<file path="src/rtl/xrbs_pkg.sv">
// Shared types and constants of the xoshiro256** random byte source.
package xrbs_pkg;

  // splitmix64 constants
  localparam logic [63:0] SM_GAMMA = 64'h9E37_79B9_7F4A_7C15;
  localparam logic [63:0] SM_MUL1  = 64'hBF58_476D_1CE4_E5B9;
  localparam logic [63:0] SM_MUL2  = 64'h94D0_49BB_1331_11EB;

  // Datapath operation codes
  typedef logic [3:0] xrbs_op_t;
  localparam xrbs_op_t OP_NONE  = 4'd0;  // hold
  localparam xrbs_op_t OP_LOAD  = 4'd1;  // take request length, load walker from seed
  localparam xrbs_op_t OP_ADD   = 4'd2;  // advance walker by gamma
  localparam xrbs_op_t OP_XS30  = 4'd3;  // z ^= z >> 30
  localparam xrbs_op_t OP_XS27  = 4'd4;  // z ^= z >> 27
  localparam xrbs_op_t OP_MLO   = 4'd5;  // low x low partial product
  localparam xrbs_op_t OP_MX1   = 4'd6;  // high x low cross term
  localparam xrbs_op_t OP_MX2   = 4'd7;  // low x high cross term, product into z
  localparam xrbs_op_t OP_STORE = 4'd8;  // z ^= z >> 31 into a generator word
  localparam xrbs_op_t OP_EMIT  = 4'd9;  // output one word, advance generator

  // Sequencer step that closes one splitmix64 round
  localparam logic [3:0] SEED_LAST_STEP = 4'd9;

  typedef struct packed {
    xrbs_op_t    op;
    logic        csel;   // 0: SM_MUL1, 1: SM_MUL2
    logic [1:0]  widx;   // generator word to store
  } xrbs_cmd_t;

  typedef struct packed {
    logic len_zero;   // request length on the input is zero
    logic rem_last;   // current word is the last of the request
    logic out_free;   // output register can take a word this cycle
  } xrbs_sts_t;

endpackage

</file>
<file path="src/rtl/xoshiro_random_byte_source.sv">
// The first word is registered in the output register at the first emit after the request transfer,
// after seeding if needed; seeding runs four splitmix64 rounds on one shared 32x32 multiplier.
// Throughput: one 64-bit word per cycle while out_ready holds, ceil(len/8) words per request
// with len capped at MAX_REQUEST_BYTES; the emit stage is the output register.
// Reset (rst_n, synchronous, active low) clears control state and the seeded flag and
// loads a zero seed, so the first request expands seed zero unless a seed was written.
module xoshiro_random_byte_source #(
  parameter int MAX_REQUEST_BYTES = 512
) (
  input  logic        clk,
  input  logic        rst_n,
  // request channel
  input  logic        in_valid,
  output logic        in_ready,
  input  logic [9:0]  in_byte_length,
  // result channel
  output logic        out_valid,
  input  logic        out_ready,
  output logic [63:0] out_random_word,
  output logic [3:0]  out_valid_bytes,
  output logic        out_last_word,
  // seed register write
  input  logic        cfg_we,
  input  logic [63:0] cfg_wdata
);
  import xrbs_pkg::*;

  // Command and status between sequencer and datapath
  xrbs_cmd_t cmd;
  xrbs_sts_t sts;

  // Sequencer: accept a request in idle, expand the seed if needed, then
  // emit one word per free output slot until the last word is emitted.
  xrbs_ctrl u_ctrl (
    .clk      (clk),
    .rst_n    (rst_n),
    .in_valid (in_valid),
    .in_ready (in_ready),
    .cfg_we   (cfg_we),
    .sts      (sts),
    .cmd      (cmd)
  );

  // Datapath: hold the seed, walk splitmix64, advance xoshiro256**,
  // and hold each finished word in the output register until transfer.
  xrbs_datapath #(
    .MAX_REQUEST_BYTES (MAX_REQUEST_BYTES)
  ) u_datapath (
    .clk             (clk),
    .rst_n           (rst_n),
    .cmd             (cmd),
    .sts             (sts),
    .in_byte_length  (in_byte_length),
    .cfg_we          (cfg_we),
    .cfg_wdata       (cfg_wdata),
    .out_valid       (out_valid),
    .out_ready       (out_ready),
    .out_random_word (out_random_word),
    .out_valid_bytes (out_valid_bytes),
    .out_last_word   (out_last_word)
  );

endmodule

</file>
<file path="src/rtl/xrbs_datapath.sv">
// Datapath: seed, splitmix64 walker, shared 32x32 multiplier, generator state, output register.
module xrbs_datapath #(
  parameter int MAX_REQUEST_BYTES = 512
) (
  input  logic                clk,
  input  logic                rst_n,
  input  xrbs_pkg::xrbs_cmd_t cmd,
  output xrbs_pkg::xrbs_sts_t sts,
  input  logic [9:0]          in_byte_length,
  input  logic                cfg_we,
  input  logic [63:0]         cfg_wdata,
  output logic                out_valid,
  input  logic                out_ready,
  output logic [63:0]         out_random_word,
  output logic [3:0]          out_valid_bytes,
  output logic                out_last_word
);
  import xrbs_pkg::*;

  localparam int RW = $clog2(MAX_REQUEST_BYTES + 1);
  localparam int CW = (RW > 10) ? RW : 10;
  localparam logic [CW-1:0] MAX_LEN = CW'(MAX_REQUEST_BYTES);

  logic [63:0]   seed_r;
  logic [63:0]   walker_r;
  logic [63:0]   z_r;
  logic [63:0]   acc_r;
  logic [63:0]   gen_r [4];
  logic [63:0]   s1x5_r;
  logic [RW-1:0] rem_r;
  logic          out_valid_r;
  logic [63:0]   out_word_r;
  logic [3:0]    out_bytes_r;
  logic          out_last_r;

  logic [CW-1:0] len_ext;
  logic [RW-1:0] len_sat;
  logic [63:0]   walker_nxt;
  logic [63:0]   mul_c;
  logic [31:0]   mul_a;
  logic [31:0]   mul_b;
  logic [63:0]   prod;
  logic [63:0]   z_fin;
  logic [63:0]   rot7;
  logic [63:0]   word_nxt;
  logic [3:0]    take;
  logic [63:0]   t17;
  logic [63:0]   s0_nxt;
  logic [63:0]   s1_nxt;
  logic [63:0]   s2_nxt;
  logic [63:0]   s3_x;
  logic [63:0]   s3_nxt;

  // Saturate the request length
  assign len_ext = CW'(in_byte_length);
  assign len_sat = (len_ext > MAX_LEN) ? RW'(MAX_LEN) : RW'(len_ext);

  assign walker_nxt = walker_r + SM_GAMMA;

  // Shared multiplier: one 32x32 product per cycle
  assign mul_c = cmd.csel ? SM_MUL2 : SM_MUL1;
  assign mul_a = (cmd.op == OP_MX1) ? z_r[63:32] : z_r[31:0];
  assign mul_b = (cmd.op == OP_MX2) ? mul_c[63:32] : mul_c[31:0];
  assign prod  = 64'(mul_a) * 64'(mul_b);

  assign z_fin = z_r ^ (z_r >> 31);

  // Output word: rotl(s1 * 5, 7) * 9
  assign rot7     = {s1x5_r[56:0], s1x5_r[63:57]};
  assign word_nxt = rot7 + (rot7 << 3);
  assign take     = (rem_r >= RW'(8)) ? 4'd8 : rem_r[3:0];

  // Generator advance
  assign t17    = gen_r[1] << 17;
  assign s2_nxt = gen_r[2] ^ gen_r[0] ^ t17;
  assign s1_nxt = gen_r[1] ^ gen_r[2] ^ gen_r[0];
  assign s0_nxt = gen_r[0] ^ gen_r[3] ^ gen_r[1];
  assign s3_x   = gen_r[3] ^ gen_r[1];
  assign s3_nxt = {s3_x[18:0], s3_x[63:19]};

  // Seed register: zero after reset
  always_ff @(posedge clk) begin
    if (!rst_n) begin
      seed_r <= '0;
    end else if (cfg_we) begin
      seed_r <= cfg_wdata;
    end
  end

  always_ff @(posedge clk) begin
    unique case (cmd.op)
      OP_LOAD: begin
        rem_r    <= len_sat;
        walker_r <= seed_r;
      end
      OP_ADD: begin
        walker_r <= walker_nxt;
        z_r      <= walker_nxt;
      end
      OP_XS30: z_r <= z_r ^ (z_r >> 30);
      OP_XS27: z_r <= z_r ^ (z_r >> 27);
      OP_MLO:  acc_r <= prod;
      OP_MX1:  acc_r[63:32] <= acc_r[63:32] + prod[31:0];
      OP_MX2:  z_r <= {acc_r[63:32] + prod[31:0], acc_r[31:0]};
      OP_STORE: begin
        gen_r[cmd.widx] <= z_fin;
        if (cmd.widx == 2'd1) begin
          s1x5_r <= z_fin + (z_fin << 2);
        end
      end
      OP_EMIT: begin
        out_word_r  <= word_nxt;
        out_bytes_r <= take;
        out_last_r  <= (rem_r <= RW'(8));
        rem_r       <= rem_r - RW'(take);
        gen_r[0]    <= s0_nxt;
        gen_r[1]    <= s1_nxt;
        gen_r[2]    <= s2_nxt;
        gen_r[3]    <= s3_nxt;
        s1x5_r      <= s1_nxt + (s1_nxt << 2);
      end
      default: ;
    endcase
  end

  always_ff @(posedge clk) begin
    if (!rst_n) begin
      out_valid_r <= 1'b0;
    end else if (cmd.op == OP_EMIT) begin
      out_valid_r <= 1'b1;
    end else if (out_ready) begin
      out_valid_r <= 1'b0;
    end
  end

  assign sts.len_zero = (in_byte_length == 10'd0);
  assign sts.rem_last = (rem_r <= RW'(8));
  assign sts.out_free = !out_valid_r || out_ready;

  assign out_valid       = out_valid_r;
  assign out_random_word = out_word_r;
  assign out_valid_bytes = out_bytes_r;
  assign out_last_word   = out_last_r;

endmodule

</file>
<file path="src/rtl/xrbs_ctrl.sv">
// Controller: request acceptance, splitmix64 seeding sequence and word emission.
module xrbs_ctrl (
  input  logic                clk,
  input  logic                rst_n,
  input  logic                in_valid,
  output logic                in_ready,
  input  logic                cfg_we,
  input  xrbs_pkg::xrbs_sts_t sts,
  output xrbs_pkg::xrbs_cmd_t cmd
);
  import xrbs_pkg::*;

  localparam logic [1:0] ST_IDLE = 2'd0;
  localparam logic [1:0] ST_SEED = 2'd1;
  localparam logic [1:0] ST_GEN  = 2'd2;

  logic [1:0] state_r, state_nxt;
  logic [3:0] step_r, step_nxt;
  logic [1:0] widx_r, widx_nxt;
  logic       seeded_r, seeded_nxt;

  assign in_ready = (state_r == ST_IDLE);

  always_comb begin
    state_nxt  = state_r;
    step_nxt   = step_r;
    widx_nxt   = widx_r;
    seeded_nxt = seeded_r;
    cmd.op     = OP_NONE;
    cmd.csel   = 1'b0;
    cmd.widx   = widx_r;
    unique case (state_r)
      ST_IDLE: begin
        if (in_valid && !sts.len_zero) begin
          cmd.op    = OP_LOAD;
          step_nxt  = 4'd0;
          widx_nxt  = 2'd0;
          state_nxt = seeded_r ? ST_GEN : ST_SEED;
        end
      end
      ST_SEED: begin
        unique case (step_r)
          4'd0: cmd.op = OP_ADD;
          4'd1: cmd.op = OP_XS30;
          4'd2: cmd.op = OP_MLO;
          4'd3: cmd.op = OP_MX1;
          4'd4: cmd.op = OP_MX2;
          4'd5: cmd.op = OP_XS27;
          4'd6: begin cmd.op = OP_MLO; cmd.csel = 1'b1; end
          4'd7: begin cmd.op = OP_MX1; cmd.csel = 1'b1; end
          4'd8: begin cmd.op = OP_MX2; cmd.csel = 1'b1; end
          4'd9: cmd.op = OP_STORE;
          default: cmd.op = OP_NONE;
        endcase
        if (step_r == SEED_LAST_STEP) begin
          step_nxt = 4'd0;
          widx_nxt = widx_r + 2'd1;
          if (widx_r == 2'd3) begin
            seeded_nxt = 1'b1;
            state_nxt  = ST_GEN;
          end
        end else begin
          step_nxt = step_r + 4'd1;
        end
      end
      ST_GEN: begin
        if (sts.out_free) begin
          cmd.op = OP_EMIT;
          if (sts.rem_last) begin
            state_nxt = ST_IDLE;
          end
        end
      end
      default: state_nxt = ST_IDLE;
    endcase
    // A seed write forces a fresh expansion
    if (cfg_we) begin
      seeded_nxt = 1'b0;
    end
  end

  always_ff @(posedge clk) begin
    if (!rst_n) begin
      state_r  <= ST_IDLE;
      step_r   <= 4'd0;
      widx_r   <= 2'd0;
      seeded_r <= 1'b0;
    end else begin
      state_r  <= state_nxt;
      step_r   <= step_nxt;
      widx_r   <= widx_nxt;
      seeded_r <= seeded_nxt;
    end
  end

endmodule

</file>
<file path="config.mk">
export PLATFORM = sky130hd
export DESIGN_NAME = xoshiro_random_byte_source
export DESIGN_NICKNAME = d
export VERILOG_FILES = /design/src/rtl/xrbs_pkg.sv /design/src/rtl/xoshiro_random_byte_source.sv /design/src/rtl/xrbs_datapath.sv /design/src/rtl/xrbs_ctrl.sv
export SDC_FILE = /design/constraint.sdc
export NUM_CORES = 2
export LEC_CHECK = 0
export BUFFER_PORTS_ARGS = -buffer_cell sky130_fd_sc_hd__buf_4
export CORE_AREA = 4 4 389 391
export DETAILED_ROUTE_END_ITERATION = 7
export DIE_AREA = 0 0 393 395
export SLEW_MARGIN = 20
export SYNTH_ARGS = -nofsm -noshare
export SYNTH_HDL_FRONTEND = slang
export SYNTH_SLANG_ARGS = --single-unit
</file>
<file path="constraint.sdc">
create_clock -name clk -period 38.6 [get_ports clk]
set_input_delay 1.93 -clock clk [delete_from_list [all_inputs] [get_ports clk]]
set_output_delay 1.93 -clock clk [all_outputs]
set_load 0.02 [all_outputs]
</file>
After elaboration in Yosys (flattened, before gate mapping):

Memories as Yosys holds them, arrays and structs flattened.
Cells that the tools add are included.

* register bits: 409
* RAM bits: 256
* bits of input ports: 79
* output and inout port bits: 71
* logic and storage cells: 131
* memories kept: 1

Memories
* u_datapath.gen_r: depth 4, width 64, rd ports 4, clocked after Yosys merged registers in 0, wr ports 4, RTL line xrbs_datapath.sv:28 `logic [63:0] gen_r [4];`

* add/sub/neg operators: 8
* $mul: 1
* order comparisons: 3
* eq/ne operators: 28
* mux-type cells: 39
* bitwise gates (word level): 11
* reductions and logical operators: 25

Operators with widths (count)
* 64-bit XOR: 7
* 64-bit case mux with 2 select lines: 2
* 64-bit case mux with 4 select lines: 1
* 64-bit adder: 3
* 64-bit two-way mux: 2
* 64-bit adder, second input constant: 1
* 32-bit by 32-bit multiplier with 64-bit output: 1
* 32-bit two-way mux: 2
* 32-bit case mux with 2 select lines: 1
* 64-bit OR reduction: 1
* 64-bit by 33-bit XOR with 64-bit output: 1
* 64-bit by 34-bit XOR with 64-bit output: 1
* 64-bit by 37-bit XOR with 64-bit output: 1
* 62-bit two-way mux: 1
* 32-bit adder: 1
* 4-bit by 3-bit == test with 1-bit output, second input constant: 8
* 4-bit case mux with 7 select lines: 1
* 10-bit case mux with 2 select lines: 1
* 2-bit two-way mux: 9
* 4-bit by 2-bit == test with 1-bit output, second input constant: 4
* 4-bit == test, second input constant: 4
* 4-bit two-way mux: 4
* 4-bit case mux with 3 select lines: 1
* 2-bit nonzero test: 6
* other kinds (29): 51

Logic depth before layout (Yosys ltp):

* depth after elaboration: 10
* mapped depth: 48
* gate-level depth less buffers: 44

Cells and area by module:

A second synthesis with hierarchy kept.

* cells, all modules: 7372
* area, all modules: 71758.8 µm²

By module, submodules not included
* xrbs_datapath: instances 1, cells each 7298, area an instance 71175.8 µm², sequential area each 19048.3 µm²
* xrbs_ctrl: instances 1, cells each 74, area an instance 583.1 µm², sequential area each 180.2 µm²

Worst setup path after synthesis:

No wires, ideal clock.

* path type: input-to-reg
* from: input in_byte_length[4]
* to: register u_datapath.walker_r[0], enable pin
* setup time: 829 ps
* arrival: 13529 ps
* required time: 37771 ps
* path slack: 24241 ps
* stages on the path: 8
* path buffers: 0
* path through: nor4_1 -> nand3_1 -> o211ai_1 -> a21boi_1 -> o21ai_2 -> nand2_1 -> nand2_1 -> a2111oi_0

* longest elaborated chain between the ends: 7
* elaborated cells between the ends (all ways): 8
* classes of those cells: eq/ne: 2; mux: 2; reduce/logical: 4

RTL lines
* from (decl): RTL line xoshiro_random_byte_source.sv:15 `input logic [9:0] in_byte_length,`
* 10-bit zero test (*): RTL line xrbs_datapath.sv:136 `assign sts.len_zero = (in_byte_length == 10'd0);`
* 1-bit zero test (*): RTL line xrbs_ctrl.sv:34 `if (in_valid && !sts.len_zero) begin`
* 1-bit logical AND (*): RTL line xrbs_ctrl.sv:34
* 1-bit two-way mux (*): RTL line xrbs_ctrl.sv:34
* 4-bit case mux with 3 select lines (*): RTL line xrbs_ctrl.sv:32 `unique case (state_r)`
* 4-bit by 2-bit == test with 1-bit output or 4-bit by 1-bit == test with 1-bit output (tied branches): RTL line xrbs_datapath.sv:91 `unique case (cmd.op)`
* 2-bit nonzero test (no source line) (*)
* to (signal assigned): RTL line xrbs_datapath.sv:94 `walker_r <= seed_r;`
* to (signal assigned): RTL line xrbs_datapath.sv:97 `walker_r <= walker_nxt;`
* to (decl): RTL line xrbs_datapath.sv:25 `logic [63:0] walker_r;`

Mark *: on every way between the ends. The rest lies on a longest branch, timed or not.
A chain may end at the register's enable or synchronous reset.

Final worst setup path:

* from: input in_byte_length[8]
* to: register u_datapath.z_r[61], data pin

* longest elaborated chain between the ends: 10
* elaborated cells between the ends (all ways): 15
* classes of those cells: add/sub: 1; mul: 1; eq/ne: 5; mux: 5; reduce/logical: 3

RTL lines
* 10-bit zero test (*): RTL line xrbs_datapath.sv:136
* 1-bit zero test (*): RTL line xrbs_ctrl.sv:34
* 1-bit logical AND (*): RTL line xrbs_ctrl.sv:34
* 1-bit two-way mux (*): RTL line xrbs_ctrl.sv:34
* 4-bit case mux with 3 select lines (*): RTL line xrbs_ctrl.sv:32
* 4-bit by 3-bit == test with 1-bit output, on equally long branches: RTL line xrbs_datapath.sv:62, xrbs_datapath.sv:63
* 32-bit two-way mux, on equally long branches: RTL line xrbs_datapath.sv:62, xrbs_datapath.sv:63
* 32-bit by 32-bit multiplier with 64-bit output (*): RTL line xrbs_datapath.sv:64 `assign prod = 64'(mul_a) * 64'(mul_b);`
* net u_datapath.prod[25]: RTL line xrbs_datapath.sv:42 `logic [63:0] prod;`
* 32-bit adder (*): RTL line xrbs_datapath.sv:104 `OP_MX2: z_r <= {acc_r[63:32] + prod[31:0], acc_r[31:0]};`
* 64-bit case mux with 4 select lines (*): RTL line xrbs_datapath.sv:91
* to (signal assigned): RTL line xrbs_datapath.sv:98 `z_r <= walker_nxt;`
* to (signal assigned): RTL line xrbs_datapath.sv:100 `OP_XS30: z_r <= z_r ^ (z_r >> 30);`
* to (signal assigned): RTL line xrbs_datapath.sv:104
* to (decl): RTL line xrbs_datapath.sv:26 `logic [63:0] z_r;`

Mark *: on every way through the listed nets, which the timed path passes. The rest lies on a longest branch.

==> impl_results.md <==
- First-pass GRT wire length: 381 mm
- Die width: 393 µm
- Worst Max-Slew Pin Slew: 1.18 ns
- Syn Std Cell Area: 72100 µm²
- Clk_skew: 0.0588 ns
- Most common cell after layout, fill and taps aside: inv_1
- CP most frequent cell: fa_1
- Ratio of cells with drive above 1 in the final layout: 6.31%
- Gr usage total: 33.4%
- TNS Setup: 0 ns
- Critical setup path kind: input pin to flop
- Average wire per standard cell: 27.5 µm
- Area added between synthesis and finish: 8.40%
- Max Freq: 75.0 MHz
- Final setup viols: 0
- Unrepaired setup endpoints after global routing: no
- Synth Area in Compound Gates: 13.0%
- H-tree depth: 3
- Hold bufs inserted after CTS: 0
- Mux contribution to synthesized area: 1.37%
- FP Rows: 141
- Worst-path clk slew: 0.06 ns
- CP endpoint kind: flop
- I/O Buffers: 149
- Io pins: 150
- Fillers: 13553
- Reg area: 19200 µm²
- Total setup buffers inserted after CTS: 0
- CTS Buffer Depth: 3
- Placed wire-length estimate: 210 mm
- Area of the core: 147000 µm²
- Dominant combinational cell family by area after synthesis: adder cells
- HP Class: flop to flop
- Seq/Total Area, Yosys: 26.7%
- Total Wirelength: 259 mm
- Multi-input logic area: 48200 µm²
- Die Area: 155000 µm²
- CTS root buf: clkbuf_16
- Clk sink count: 665
- Height of the die: 395 µm
- Vias in the first global route: 56810
- Initial antenna violation count: 5
- Worst skew pair latency: 0.70 ns
- Antenna-violating nets left: 0
- Via Count: 54973
- Highest-count cells in the layout ignoring fill and taps: inv_1, fa_1, nand2_1
- Initial DRC Count: 4904
- Synth Area in Adders: 32.5%
- Max-slew headroom: 21.2%
- Largest net degree at the start of global routing: 211
- #FFs+latches synth: 665
- Grt total ovfl: 0
- Critical path startpoint category: input pin
- Crit path largest cell delay: 0.66 ns
- Syn avg cell area: 9.78 µm²
- Fin crit period: 13.33 ns
- Period utilization: 34.5%
- Post-synth EDFFs: 591
- Final count of hold timing violations: 0
- Ys async rst share: 0%
- Ys flop type: edfxtp_1
- Maxcap violations: 0
- Detailed-route vias per instance: 5.84
- CP Max Fanout: 39
- Initial Utilization: 48.9%
- Count of different cell masters after synthesis: 95
- Mapped Cells: 7372
- Number of CTS-inserted buffers: 78
- Outcome: complete, no violations
- YS warnings: 0
- Arrival time at the worst endpoint: 13.81 ns
- Post-synthesis simple-gate area fraction: 11.2%
- Nets: 8879
- CP max-delay cell: fa_1
- WP data required: 39.08 ns
- CTS tree: yes
- DR DRC count: 0
- # resized after CTS: 0
- First drt pass iteration count: 6
- Max-slew violations: 0
- Syn Nets: 8829
- Synth Area in XOR/XNOR: 8.50%
- Routability Congestion: 1.01
state kept, by name, indices dropped and copies added, names as in the netlist:
name / flops
u_datapath.gen_r: 256
u_datapath.s1x5_r: 64
u_datapath.rem_r: 10
u_ctrl.step_r: 4
u_datapath.out_last_word: 1
u_datapath.out_valid_bytes: 4
u_datapath.seed_r: 64
u_ctrl.seeded_r: 1
u_datapath.out_valid: 1
u_datapath.acc_r: 64
u_ctrl.widx_r: 2
u_datapath.z_r: 64
u_datapath.walker_r: 64
u_datapath.out_random_word: 64
u_ctrl.state_r: 2
worst paths after layout:
path | slack [ns] | from | endpoint | cells after the start
max | 25.27 | in_byte_length[8] | u_datapath.z_r[61] | 39
min | 0.48 | u_datapath.s1x5_r[59] | u_datapath.out_random_word[2] | 0
max reg2reg | 25.91 | u_ctrl.step_r[3] | u_datapath.acc_r[63] | 41
min reg2reg | 0.48 | u_datapath.s1x5_r[59] | u_datapath.out_random_word[2] | 0
routing by layer:
metal / track usage (%) / part of all wire [%] / wire (µm)
met2: 55.0 / 47 / 123000
met3: 3.87 / 5.7 / 14800
met5: 0 / 0.0050 / 13
met1: 40.7 / 38 / 98300
met4: 24.0 / 9.1 / 23500
kinds of logic after synthesis:
logic type,count (synthesis)
compound gates,1507
xor+xnor,700
fa+ha+maj,1379
buf+inv,1287
flops,665
mux,98
other cells,1
simple gates,1735
synth_stat cells (all sizes together), types with 7 or more instances:
library cell  instances  share of area (%)
nor4                 21               0.19
a31oi                43               0.37
and2                 92               0.80
or3                  19               0.16
a41oi                 9               0.12
o21bai               43               0.45
o221ai               30               0.37
mux2i                94                1.3
o31ai                19               0.20
a211o                12               0.15
or4                   8              0.083
xor2                333                4.0
clkbuf              264                1.4
nand4                55               0.48
a221o                29               0.40
a211oi               21               0.23
dfxtp                74                2.1
ha                  553                9.6
a21boi               13               0.14
edfxtp              591                 25
a21oi               451                3.1
o21ai               448                3.1
buf                  27               0.18
a221oi               44               0.54
nor2                467                2.4
o211ai               26               0.27
nor3                 47               0.33
fa                  825                 23
xnor2               367                4.5
nand3b               11               0.11
nand2               623                3.2
o22ai                26               0.23
or2                  30               0.26
nor2b               136                1.2
nand3                69               0.48
nand2b              108               0.94
a22oi                 7              0.073
and3                 35               0.30
o21a                 31               0.32
a21o                188                2.0
inv                 994                5.2
area by class of cell:
type                       count  area share, %
clock buffer                  97           2.68
sequential                   665           24.6
tap                         1930           3.09
inverter                     996           4.79
timing repair buffer         261           2.54
clock inverter                46          0.655
antenna                        1        0.00320
multi-input combinational   5420           61.6
worst max-delay path: cells and delay by family:
| kind | cells | cell delay [ns] |
|---|---|---|
| compound gates | 11 | 2.82 |
| xor+xnor | 2 | 0.47 |
| fa+ha+maj | 10 | 5.09 |
| buf+inv | 5 | 1.05 |
| simple gates | 11 | 2.38 |
metrics by stage:
stage / instances / hold WS [ns] / setup slack (ns) / area (µm²) / util, %
3_3_place_gp: 9272 / 0.466 / 24.56 / 75500 / 51.2
3_5_place_dp: 9272 / 0.447 / 24.65 / 75600 / 51.2
4_1_cts: 9415 / 0.484 / 25.37 / 78200 / 53.0
5_1_grt: 9415 / 0.497 / 24.50 / 78200 / 53.0
2_1_floorplan: 7372 / 0.433 / 24.24 / 72100 / -
6_report: 9416 / 0.480 / 25.27 / 78200 / 53.0
Power is left out: the tool's default activity adds up to more than one toggle a clock period on the data nets, which glitch-free logic cannot reach.
